==> config.mk <==
export PLATFORM = sky130hd
export DESIGN_NAME = clock_tree_frequency_calc
export DESIGN_NICKNAME = d
export VERILOG_FILES = /design/src/design/ctfc_pkg.sv /design/src/design/ctfc_front.sv /design/src/design/ctfc_div_cell.sv /design/src/design/ctfc_out.sv /design/src/design/clock_tree_frequency_calc.sv
export SDC_FILE = /design/constraint.sdc
export NUM_CORES = 2
export LEC_CHECK = 0
export ABC_AREA = 1
export BUFFER_PORTS_ARGS = -buffer_cell sky130_fd_sc_hd__clkbuf_2
export CAP_MARGIN = 20
export CORE_UTILIZATION = 55
export DETAILED_ROUTE_END_ITERATION = 6
export PLACE_DENSITY = 0.76
export SYNTH_ARGS = -nofsm -noshare
export SYNTH_HDL_FRONTEND = slang
export SYNTH_SLANG_ARGS = --single-unit
==> constraint.sdc <==
create_clock -name clk -period 60.1 [get_ports clk]
set_input_delay 15.025 -clock clk [delete_from_list [all_inputs] [get_ports clk]]
set_output_delay 15.025 -clock clk [all_outputs]
set_load 0.01 [all_outputs]
==> src/design/ctfc_pkg.sv <==
package ctfc_pkg;

  localparam int OSC_W    = 26;
  localparam int HZ_W     = 32;
  localparam int FACT_W   = 9;
  localparam int DIV_W    = 4;
  localparam int EXP_W    = 3;
  localparam int CODE_W   = 4;
  localparam int WORK_W   = OSC_W + FACT_W;
  localparam int CFG_IDX_W = 2;

  // configuration register indexes
  localparam logic [CFG_IDX_W-1:0] REG_INTERNAL_OSC = 2'd0;
  localparam logic [CFG_IDX_W-1:0] REG_EXTERNAL_OSC = 2'd1;

  localparam logic [OSC_W-1:0] OSC_RESET_HZ = 26'd8000000;

  // system clock source codes
  localparam logic [1:0] SRC_INTERNAL = 2'd0;
  localparam logic [1:0] SRC_EXTERNAL = 2'd1;
  localparam logic [1:0] SRC_PLL      = 2'd2;

  // status codes
  localparam logic [1:0] STATUS_OK        = 2'd0;
  localparam logic [1:0] STATUS_ZERO_DIV  = 2'd1;
  localparam logic [1:0] STATUS_SATURATED = 2'd2;

  localparam logic [FACT_W-1:0] BOOST_FACTOR = 9'd6;

  typedef struct packed {
    logic [1:0]        source_select;
    logic              internal_boost_path;
    logic              internal_boost_div;
    logic              pll_ref_external;
    logic              pll_flexible_mode;
    logic [3:0]        mult_low;
    logic [1:0]        mult_high;
    logic              external_halve;
    logic [DIV_W-1:0]  pre_divider;
    logic [FACT_W-1:0] feedback_mult;
    logic [EXP_W-1:0]  post_div_exp;
    logic [CODE_W-1:0] ahb_prescale_code;
  } ctfc_in_t;

  typedef struct packed {
    logic [HZ_W-1:0] system_hz;
    logic [HZ_W-1:0] bus_hz;
    logic [1:0]      status;
  } ctfc_out_t;

  // one slot of the divider chain
  typedef struct packed {
    logic              valid;
    logic [WORK_W-1:0] work;
    logic [DIV_W-1:0]  rem;
    logic [DIV_W-1:0]  div;
    logic              zero;
    logic [CODE_W-1:0] code;
  } ctfc_pipe_t;

  // AHB prescaler code to right shift
  function automatic logic [3:0] ahb_shift(input logic [CODE_W-1:0] code);
    logic [3:0] sh;
    case (code)
      4'd8:    sh = 4'd1;
      4'd9:    sh = 4'd2;
      4'd10:   sh = 4'd3;
      4'd11:   sh = 4'd4;
      4'd12:   sh = 4'd6;
      4'd13:   sh = 4'd7;
      4'd14:   sh = 4'd8;
      4'd15:   sh = 4'd9;
      default: sh = 4'd0;
    endcase
    return sh;
  endfunction

endpackage

==> src/design/ctfc_front.sv <==
module ctfc_front (
  input  logic                        clk,
  input  logic                        rst,
  input  logic                        en,
  input  logic                        in_valid,
  input  ctfc_pkg::ctfc_in_t          in_data,
  input  logic [ctfc_pkg::OSC_W-1:0]  internal_osc_hz,
  input  logic [ctfc_pkg::OSC_W-1:0]  external_osc_hz,
  output ctfc_pkg::ctfc_pipe_t        head
);
  import ctfc_pkg::*;

  logic [OSC_W-1:0]  ref_hz;
  logic [OSC_W-1:0]  pll_ref;
  logic [FACT_W-1:0] factor;
  logic [6:0]        legacy_mult;
  logic              flex;
  logic [WORK_W-1:0] prod;

  logic              valid;
  logic [WORK_W-1:0] prod_q;
  logic [EXP_W-1:0]  shift_q;
  logic [DIV_W-1:0]  div_q;
  logic              zero_q;
  logic [CODE_W-1:0] code_q;

  // pll reference and legacy multiplier decode
  always_comb begin
    if (!in_data.pll_ref_external) begin
      pll_ref = internal_osc_hz >> 1;
    end else if (in_data.external_halve) begin
      pll_ref = external_osc_hz >> 1;
    end else begin
      pll_ref = external_osc_hz;
    end
    if (in_data.mult_high != 2'd0 || in_data.mult_low == 4'd15) begin
      legacy_mult = {1'b0, in_data.mult_high, in_data.mult_low} + 7'd1;
    end else begin
      legacy_mult = {1'b0, in_data.mult_high, in_data.mult_low} + 7'd2;
    end
  end

  assign flex = (in_data.source_select == SRC_PLL) && in_data.pll_flexible_mode;

  // source select: reference rate and its multiplier
  always_comb begin
    case (in_data.source_select)
      SRC_INTERNAL: begin
        ref_hz = internal_osc_hz;
        factor = (in_data.internal_boost_path && in_data.internal_boost_div) ?
                 BOOST_FACTOR : FACT_W'(1);
      end
      SRC_EXTERNAL: begin
        ref_hz = external_osc_hz;
        factor = FACT_W'(1);
      end
      SRC_PLL: begin
        ref_hz = pll_ref;
        factor = in_data.pll_flexible_mode ? in_data.feedback_mult :
                 FACT_W'(legacy_mult);
      end
      default: begin
        ref_hz = internal_osc_hz;
        factor = FACT_W'(1);
      end
    endcase
  end

  assign prod = {{FACT_W{1'b0}}, ref_hz} * {{OSC_W{1'b0}}, factor};

  // product register
  always_ff @(posedge clk) begin
    if (rst) begin
      valid <= 1'b0;
    end else if (en) begin
      valid <= in_valid;
    end
  end

  always_ff @(posedge clk) begin
    if (en) begin
      prod_q  <= prod;
      shift_q <= flex ? in_data.post_div_exp : EXP_W'(0);
      div_q   <= flex ? in_data.pre_divider : DIV_W'(1);
      zero_q  <= flex && (in_data.pre_divider == DIV_W'(0));
      code_q  <= in_data.ahb_prescale_code;
    end
  end

  // post divider as a shift ahead of the divider chain
  assign head.valid = valid;
  assign head.work  = prod_q >> shift_q;
  assign head.rem   = DIV_W'(0);
  assign head.div   = div_q;
  assign head.zero  = zero_q;
  assign head.code  = code_q;

endmodule

==> src/design/ctfc_div_cell.sv <==
module ctfc_div_cell (
  input  logic                 clk,
  input  logic                 rst,
  input  logic                 en,
  input  ctfc_pkg::ctfc_pipe_t prev,
  output ctfc_pkg::ctfc_pipe_t next
);
  import ctfc_pkg::*;

  logic [DIV_W:0]   trial;
  logic [DIV_W:0]   diff;
  logic             qbit;
  ctfc_pipe_t       next_d;

  // one restoring division step: one quotient bit
  always_comb begin
    trial  = {prev.rem, prev.work[WORK_W-1]};
    diff   = trial - {1'b0, prev.div};
    qbit   = trial >= {1'b0, prev.div};
    next_d = prev;
    next_d.rem  = qbit ? diff[DIV_W-1:0] : trial[DIV_W-1:0];
    next_d.work = {prev.work[WORK_W-2:0], qbit};
  end

  // cell register: only the valid bit is reset
  always_ff @(posedge clk) begin
    if (rst) begin
      next.valid <= 1'b0;
    end else if (en) begin
      next.valid <= next_d.valid;
    end
    if (en) begin
      next.work <= next_d.work;
      next.rem  <= next_d.rem;
      next.div  <= next_d.div;
      next.zero <= next_d.zero;
      next.code <= next_d.code;
    end
  end

endmodule

==> src/design/ctfc_out.sv <==
module ctfc_out (
  input  logic                 clk,
  input  logic                 rst,
  input  ctfc_pkg::ctfc_pipe_t tail,
  output logic                 en,
  output logic                 out_valid,
  input  logic                 out_ready,
  output ctfc_pkg::ctfc_out_t  out_data
);
  import ctfc_pkg::*;

  ctfc_out_t res;
  logic      arrive;
  logic      skid_valid;
  ctfc_out_t skid_data;

  // saturation, zero divider and bus prescaler
  always_comb begin
    if (tail.zero) begin
      res.system_hz = '0;
      res.status    = STATUS_ZERO_DIV;
    end else if (tail.work[WORK_W-1:HZ_W] != '0) begin
      res.system_hz = '1;
      res.status    = STATUS_SATURATED;
    end else begin
      res.system_hz = tail.work[HZ_W-1:0];
      res.status    = STATUS_OK;
    end
    res.bus_hz = res.system_hz >> ahb_shift(tail.code);
  end

  assign en     = !skid_valid;
  assign arrive = tail.valid && en;

  // output register with one skid entry
  always_ff @(posedge clk) begin
    if (rst) begin
      out_valid  <= 1'b0;
      skid_valid <= 1'b0;
    end else if (out_ready || !out_valid) begin
      if (skid_valid) begin
        out_valid  <= 1'b1;
        skid_valid <= 1'b0;
      end else begin
        out_valid <= arrive;
      end
    end else if (arrive) begin
      skid_valid <= 1'b1;
    end
  end

  always_ff @(posedge clk) begin
    if (out_ready || !out_valid) begin
      if (skid_valid) begin
        out_data <= skid_data;
      end else if (arrive) begin
        out_data <= res;
      end
    end else if (arrive) begin
      skid_data <= res;
    end
  end

endmodule

==> src/design/clock_tree_frequency_calc.sv <==
// channel  | direction | handshake                  | payload
// in       | input     | in_valid / in_ready        | in_data (ctfc_in_t)
// out      | output    | out_valid / out_ready      | out_data (ctfc_out_t)
// cfg      | input     | cfg_we (no wait)           | cfg_index, cfg_data
//
// one transaction per cycle while the skid entry is empty; the path runs through the product register, one
// cell per quotient bit of the 35-bit divider chain, and the output register.
// rst is synchronous: it empties the pipeline and loads 8 MHz into both
// oscillator registers.
// a stalled output holds one result in the skid entry, then freezes the whole
// chain and drops in_ready until the skid entry drains.
module clock_tree_frequency_calc (
  input  logic                              clk,
  input  logic                              rst,
  input  logic                              in_valid,
  output logic                              in_ready,
  input  ctfc_pkg::ctfc_in_t                in_data,
  output logic                              out_valid,
  input  logic                              out_ready,
  output ctfc_pkg::ctfc_out_t               out_data,
  input  logic                              cfg_we,
  input  logic [ctfc_pkg::CFG_IDX_W-1:0]    cfg_index,
  input  logic [ctfc_pkg::OSC_W-1:0]        cfg_data
);
  import ctfc_pkg::*;

  logic [OSC_W-1:0] internal_osc_hz;
  logic [OSC_W-1:0] external_osc_hz;
  logic             en;
  ctfc_pipe_t       chain [0:WORK_W];

  // oscillator rate registers
  always_ff @(posedge clk) begin
    if (rst) begin
      internal_osc_hz <= OSC_RESET_HZ;
      external_osc_hz <= OSC_RESET_HZ;
    end else if (cfg_we) begin
      case (cfg_index)
        REG_INTERNAL_OSC: internal_osc_hz <= cfg_data;
        REG_EXTERNAL_OSC: external_osc_hz <= cfg_data;
        default: ;
      endcase
    end
  end

  assign in_ready = en;

  ctfc_front u_front (
    .clk             (clk),
    .rst             (rst),
    .en              (en),
    .in_valid        (in_valid),
    .in_data         (in_data),
    .internal_osc_hz (internal_osc_hz),
    .external_osc_hz (external_osc_hz),
    .head            (chain[0])
  );

  // divider chain, one quotient bit per cell
  for (genvar i = 0; i < WORK_W; i++) begin : g_cell
    ctfc_div_cell u_cell (
      .clk  (clk),
      .rst  (rst),
      .en   (en),
      .prev (chain[i]),
      .next (chain[i+1])
    );
  end

  ctfc_out u_out (
    .clk       (clk),
    .rst       (rst),
    .tail      (chain[WORK_W]),
    .en        (en),
    .out_valid (out_valid),
    .out_ready (out_ready),
    .out_data  (out_data)
  );

endmodule

* Yosys cells after proc, flatten, opt, wreduce, memory -nomap -nowiden
Memory sizes are Yosys's and may differ from the RTL's. A register that Yosys moved wholly into a read port is not among the register bits.
Index checks and enable logic that the tools add are counted.
** Word-level totals
- Register bits after elaboration :: 1941
- Bits in latches :: 0
- Memory bits (writable) :: 0
- Bits in read-only memories :: 64
- Memories :: 1
** Cells by class
- Add/sub/neg operators :: 36
- Multipliers :: 1
- Div/mod/pow operators :: 0
- Order comparisons :: 35
- Eq/ne operators :: 4
- Shifts and indexed selects :: 2
- Muxes and demuxes :: 49
- Bitwise gates (word level) :: 1
- Reductions and logical operators :: 19
** Memory list
- (no name shown) :: words 16, bits a word 4, read ports 1, clocked after memory_dff 1, write ports 0, RTL line ctfc_pkg.sv:64 : case (code)
** Operators by type and width (number)
- $ge A5 B4 Y1 :: 34
- $mux W4 :: 34
- $mux W66 :: 2
- $sub A4 B4 Y4 :: 33
- $mux W32 :: 2
- $mux W26 :: 2
- $pmux W26 S2 :: 1
- $mul A26 B9 Y35 :: 1
- $shr A35 B3 Y35 :: 1
- $shr A32 B4 Y32 :: 1
- $pmux W9 S2 :: 1
- $mux W9 :: 1
- $reduce_and A2 Y1 :: 4
- $add A6 B1 Y7 const B :: 1
- $add A6 B2 Y7 const B :: 1
- $mux W7 :: 1
- $eq A2 B1 Y1 const B :: 2
- $eq A4 B4 Y1 const B :: 1
- $ge A1 B4 Y1 :: 1
- $logic_and A1 B1 Y1 :: 4
- $logic_not A2 Y1 :: 2
- $logic_not A4 Y1 :: 1
- $mux W2 :: 2
- $reduce_bool A2 Y1 :: 2
- 9 further kinds :: 12

* Longest topological paths before layout
- Word-level depth :: 6
- Mapped depth :: 33
- Gate-level depth less buffers :: 32

* Modules after synthesis
From an unflattened synthesis, not the netlist that was laid out.
** Second synthesis, totals
- Cell total of the unflattened synthesis :: 5979
- Area, all modules :: 81605.8 um^2
** By module, submodules not included
- ctfc_div_cell (g_cell[22].u_cell ...) :: instances 21, cells each 90, area each 1720.4 um^2
- ctfc_div_cell (g_cell[0].u_cell ...) :: instances 14, cells each 90, area each 1729.2 um^2
- ctfc_front :: instances 1, cells each 1703, area each 12016.5 um^2
- ctfc_out :: instances 1, cells each 817, area each 7068.0 um^2
- clock_tree_frequency_calc :: instances 1, cells each 309, area each 2184.6 um^2

* Worst setup path after synthesis
OpenSTA, ideal clock, no wires.
- Path type :: reg2out
- Start :: register u_out.skid_valid
- End :: output port in_ready
- Data arrival time :: 47141 ps
- Required time :: 45075 ps
- Slack :: -2066 ps
- Stages on the path, launching flop included :: 5
- Path through :: dfxtp_1 > buf_2 > inv_1 > clkbuf_1 > clkbuf_1
** On the way
- Word-level cells in the longest chain between the ends :: 1
** Ends and longest elaborated chain
- from (decl) :: RTL line ctfc_out.sv:14 : logic skid_valid;
- from (signal assigned) :: RTL line ctfc_out.sv:39 : skid_valid <= 1'b0;
- from (signal assigned) :: RTL line ctfc_out.sv:43 : skid_valid <= 1'b0;
- from (signal assigned) :: RTL line ctfc_out.sv:48 : skid_valid <= 1'b1;
- $logic_not A1 Y1 :: RTL line ctfc_out.sv:32 : assign en = !skid_valid;
- to (decl) :: RTL line clock_tree_frequency_calc.sv:16 : output logic in_ready,
Every way passes these cells.

* Final worst setup path
- Start :: input port in_data[31] in the netlist's numbering
- End :: register u_front.prod_q[19], data pin
** On the way
- Word-level cells in the longest chain between the ends :: 3
- Elaborated cells on any way between the ends :: 6
** Ends and longest elaborated chain
- from (decl) :: RTL line clock_tree_frequency_calc.sv:17 : input ctfc_pkg::ctfc_in_t in_data,
- $eq A2 B2 Y1 (tied with other cells) :: RTL line ctfc_front.sv:47 : case (in_data.source_select)
- $pmux W26 S2 or $pmux W9 S2 (tied branches) :: RTL line ctfc_front.sv:47
- $mul A26 B9 Y35 (*) :: RTL line ctfc_front.sv:69 : assign prod = {{FACT_W{1'b0}}, ref_hz} * {{OSC_W{1'b0}}, factor};
- named net u_front.prod[19] :: RTL line ctfc_front.sv:18 : logic [WORK_W-1:0] prod;
- to (signal assigned) :: RTL line ctfc_front.sv:82 : prod_q <= prod;
- to (decl) :: RTL line ctfc_front.sv:21 : logic [WORK_W-1:0] prod_q;
The timed path passes the listed nets; every way through them passes the cells marked *.
A chain may end at the register's enable or synchronous reset.

==> results.sh <==
export IMPL_outcome="complete, no violations"
export IMPL_global_route_total_overflow=0
export IMPL_groute_usage_overall=0.184
export IMPL_timing_slew_headroom=0.248
export IMPL_initial_core_utilization=0.556
export IMPL_die_w_um=378
export IMPL_worst_hold_startpoint="g_cell[1].u_cell.next[28]"
export IMPL_finClkSkew_ns=0.0534
export IMPL_hold_path_class="reg -> reg"
export IMPL_grt_pass1_vias=40710
export IMPL_routed_via_count=40657
export IMPL_drtAntennaViolNets=0
export IMPL_placement_io_buffers=133
export IMPL_worstReg2RegStart="external_osc_hz[11]"
export IMPL_worst_setup_path_end_kind="register"
export IMPL_crit_slowest_cell="sky130_fd_sc_hd__fa_1"
export IMPL_synthDominantCellAreaShare=0.715
export IMPL_dr_pass1_iters=6
export IMPL_layout_min_cycle_time_ns=20.38
export IMPL_final_max_slew_viol_count=0
export IMPL_final_fill_count=10081
export IMPL_drcViolationCount=0
export IMPL_antenna_cells_inserted=0
export IMPL_worst_path_buf_inv=9
export IMPL_post_cts_resized_instances=0
export IMPL_number_of_enable_flip_flop_cells_after_synthesis=1851
export IMPL_number_of_buffers_inserted_during_clock_tree_synthesis=183
export IMPL_synth_seq_area_share=0.740
export IMPL_worstSetupPathDepth=23
export IMPL_synth_warning_count=0
export IMPL_core_rowCount=137
export IMPL_grt_max_degree=220
export IMPL_worst_pin_slew_ns=1.13
export IMPL_cp_top_family="adder cells"
export IMPL_power_frac_comb=0.142
export IMPL_clkSinkCount=1945
export IMPL_final_layout_size_suffix_gt1_frac=0.0858
export IMPL_timing_final_crit_share=0.339
export IMPL_cp_common_cell="sky130_fd_sc_hd__inv_1"
export IMPL_path_class="in -> reg"
export IMPL_timing_hold_worst_path_depth=0
export IMPL_max_freq_ghz=0.0491
export IMPL_async_flop_share=0
export IMPL_total_die_area_um2=143000
export IMPL_synthesis_area_per_instance_um2=14.4
export IMPL_internal_power_mw=2.81
export IMPL_cts_root_buf="sky130_fd_sc_hd__clkbuf_16"
export IMPL_finalSetupTns_ns=0
export IMPL_crit_required_ns=60.61
export IMPL_synth_ff_type="sky130_fd_sc_hd__edfxtp_1"
export IMPL_total_switching_power_mw=0.955
export IMPL_post_cts_buffers=0
export IMPL_ff2ff_path_depth=21
export IMPL_hold_viol=0
export IMPL_grt_setup_unrepaired="no"
export IMPL_syn_cell_area_um2=77700
export IMPL_areal_power_density_over_the_cells_nw_per_um2=43.6
export IMPL_leakage_nw=33.8
export IMPL_setup_worst_path_start_class="input port"
export IMPL_reg2reg_slack_ns=54.51
export IMPL_clk_pin_slew_worst_paths_ns=0.06
export IMPL_irDropWorstVdd_uv=32.9
export IMPL_place_hpwl_mm=77.4
export IMPL_seq_power_share=0.558
export IMPL_path_max_fanout=26
export IMPL_routabilityCongestion=0.904
export IMPL_syn_nets=5864
export IMPL_insertion_delay_ns=0.82
export IMPL_number_of_synthesized_register_bits=1945
export IMPL_synth_cells_most_frequent="sky130_fd_sc_hd__edfxtp_1, sky130_fd_sc_hd__nand2_1, sky130_fd_sc_hd__inv_1"
export IMPL_post_synth_top_area_cell="sky130_fd_sc_hd__edfxtp_1"
export IMPL_wirelength_mm=129
export IMPL_swShare=0.254
export IMPL_clock_power_share=0.300
export IMPL_worstPathCellList="clkbuf_2, inv_1, ha_1, clkbuf_16, inv_1, nor2_2, inv_1, o22ai_2, inv_1, nor2_1, fa_1, fa_1, fa_1, inv_1, fa_1, inv_1, ha_1, nand2_1, inv_1, a21boi_0, o21ai_0, a21oi_1, xnor2_1"
export IMPL_worstReg2RegEnd="u_front.prod_q[19]"
export IMPL_finalSetupViolations=0
export IMPL_cts_root_to_sink_buffers=3
export IMPL_signal_arrival_time_at_the_worst_endpoint_ns=20.89
export IMPL_design_core_area_um2=140000
export IMPL_synth_lib_cells_used_distinct=49
export IMPL_wl_per_cell_um=16.8
export IMPL_synthesis_instances=5397
export IMPL_max_cap_violations=0
export IMPL_ctsHoldBuffers=0
export IMPL_fin_util=0.618
export IMPL_grt_first_pass_wirelength_mm=209
export IMPL_routed_via_density=5.33
export IMPL_min_delay_worst_endpoint="g_cell[2].u_cell.next[29]"
export IMPL_ctsHtreeMaxLevel=4
export IMPL_flow_area_growth_from_synthesis_pct=11.2
export IMPL_synth_most_common_cell="sky130_fd_sc_hd__edfxtp_1"
export IMPL_grt_antenna_before_repair=0
export IMPL_cpPeakStageDelay_ns=0.56
export IMPL_first_iter_violations=3296
export IMPL_ios=134
export IMPL_die_h_um=378
export IMPL_cts_tree="done"
export IMPL_synth_top_cells_by_area="sky130_fd_sc_hd__edfxtp_1, sky130_fd_sc_hd__fa_1, sky130_fd_sc_hd__ha_1"
export IMPL_fin_nets=6075
[sequential cells by signal, indices dropped and copies added (netlist names), 3 cells and up, named ones only]
| signal | cells |
|---|---|
| g_cell.u_cell.next | 1707 |
| u_out.out_data | 66 |
| u_out.skid_data | 66 |
| u_front.prod_q | 35 |
| external_osc_hz | 26 |
| internal_osc_hz | 26 |
| u_front.code_q | 4 |
| u_front.div_q | 4 |
| u_front.shift_q | 3 |
[cells by family (layout without fill, tap and decap cells)]
family | count (synthesis) | after routing | share of synthesized area
buf+inv | 769 | 1130 | 0.0385
fa+ha+maj | 401 | 401 | 0.0841
xor+xnor | 64 | 64 | 0.00721
flops | 1945 | 1945 | 0.740
simple gates | 1637 | 1637 | 0.0882
mux | 5 | 5 | 0.000644
compound gates | 576 | 576 | 0.0418
[through the flow]
stage	total power [mW]	area, µm²	hold WS (ns)	std cells	setup WS (ns)
after floorplan	2.45	77700	0.400	5397	23.11
after global placement	2.58	80400	0.400	7298	38.42
after detailed placement	2.63	80400	0.405	7298	38.25
after CTS	3.80	86400	0.355	7633	39.10
after global routing	3.96	86400	0.371	7634	39.40
final	3.76	86400	0.368	7634	39.72
[per-layer routing]
metal / track usage / up-vias / share of wire
met4: 0.0775 / 0 / 0.036
met3: 0.0288 / 301 / 0.046
li1: - / 19350 / -
met1: 0.224 / 19878 / 0.40
met5: 0 / - / 0
met2: 0.326 / 1128 / 0.52
[worst max path at each step]
stage / from / end / slack (ns)
after detailed placement: in_data[31] / u_front.prod_q[19] / 38.25
after CTS: in_data[31] / u_front.prod_q[19] / 39.10
after global placement: in_data[31] / u_front.prod_q[32] / 38.42
final: in_data[31] / u_front.prod_q[19] / 39.72
after floorplan: u_out.skid_valid / in_ready / 23.11
after global routing: in_data[31] / u_front.prod_q[32] / 39.40
[cells in the final DEF (no fill, tap or decap), types with 28 or more instances in the layout]
master / Yosys / routed
sky130_fd_sc_hd__edfxtp_1: 1851 / 1851
sky130_fd_sc_hd__nand2_1: 647 / 647
sky130_fd_sc_hd__inv_1: 617 / 615
sky130_fd_sc_hd__nor2_1: 527 / 525
sky130_fd_sc_hd__nand3_1: 361 / 361
sky130_fd_sc_hd__o21ai_0: 314 / 314
sky130_fd_sc_hd__fa_1: 202 / 202
sky130_fd_sc_hd__ha_1: 199 / 198
sky130_fd_sc_hd__clkbuf_16: 0 / 185
sky130_fd_sc_hd__clkbuf_2: 1 / 133
sky130_fd_sc_hd__a21oi_1: 98 / 98
sky130_fd_sc_hd__dfxtp_1: 94 / 93
sky130_fd_sc_hd__xor2_1: 53 / 53
sky130_fd_sc_hd__nand4_1: 41 / 41
sky130_fd_sc_hd__clkinv_1: 2 / 41
sky130_fd_sc_hd__o211ai_1: 32 / 32
sky130_fd_sc_hd__clkinv_2: 1 / 30
sky130_fd_sc_hd__clkbuf_1: 76 / 30
sky130_fd_sc_hd__a31oi_1: 28 / 28
[cell type report]
cell class | instances | area [µm²] | area share
sequential | 1945 | 57500 | 0.665
multi-input combinational | 2683 | 17300 | 0.200
clock buffer | 218 | 4760 | 0.0551
inverter | 632 | 2380 | 0.0276
tap | 1876 | 2350 | 0.0272
clock inverter | 117 | 1200 | 0.0139
timing repair buffer | 163 | 996 | 0.0115
[power by group through the flow]
| stage | Combinational, mW | Sequential [mW] | Clock [mW] |
|---|---|---|---|
| 2_1_floorplan | 0.387 | 2.07 | 0 |
| 3_3_place_gp | 0.483 | 2.10 | 0 |
| 3_5_place_dp | 0.512 | 2.12 | 0 |
| 4_1_cts | 0.532 | 2.11 | 1.16 |
| 5_1_grt | 0.606 | 2.14 | 1.21 |
| 6_report | 0.533 | 2.10 | 1.13 |
(Power assumes the default switching activity.)
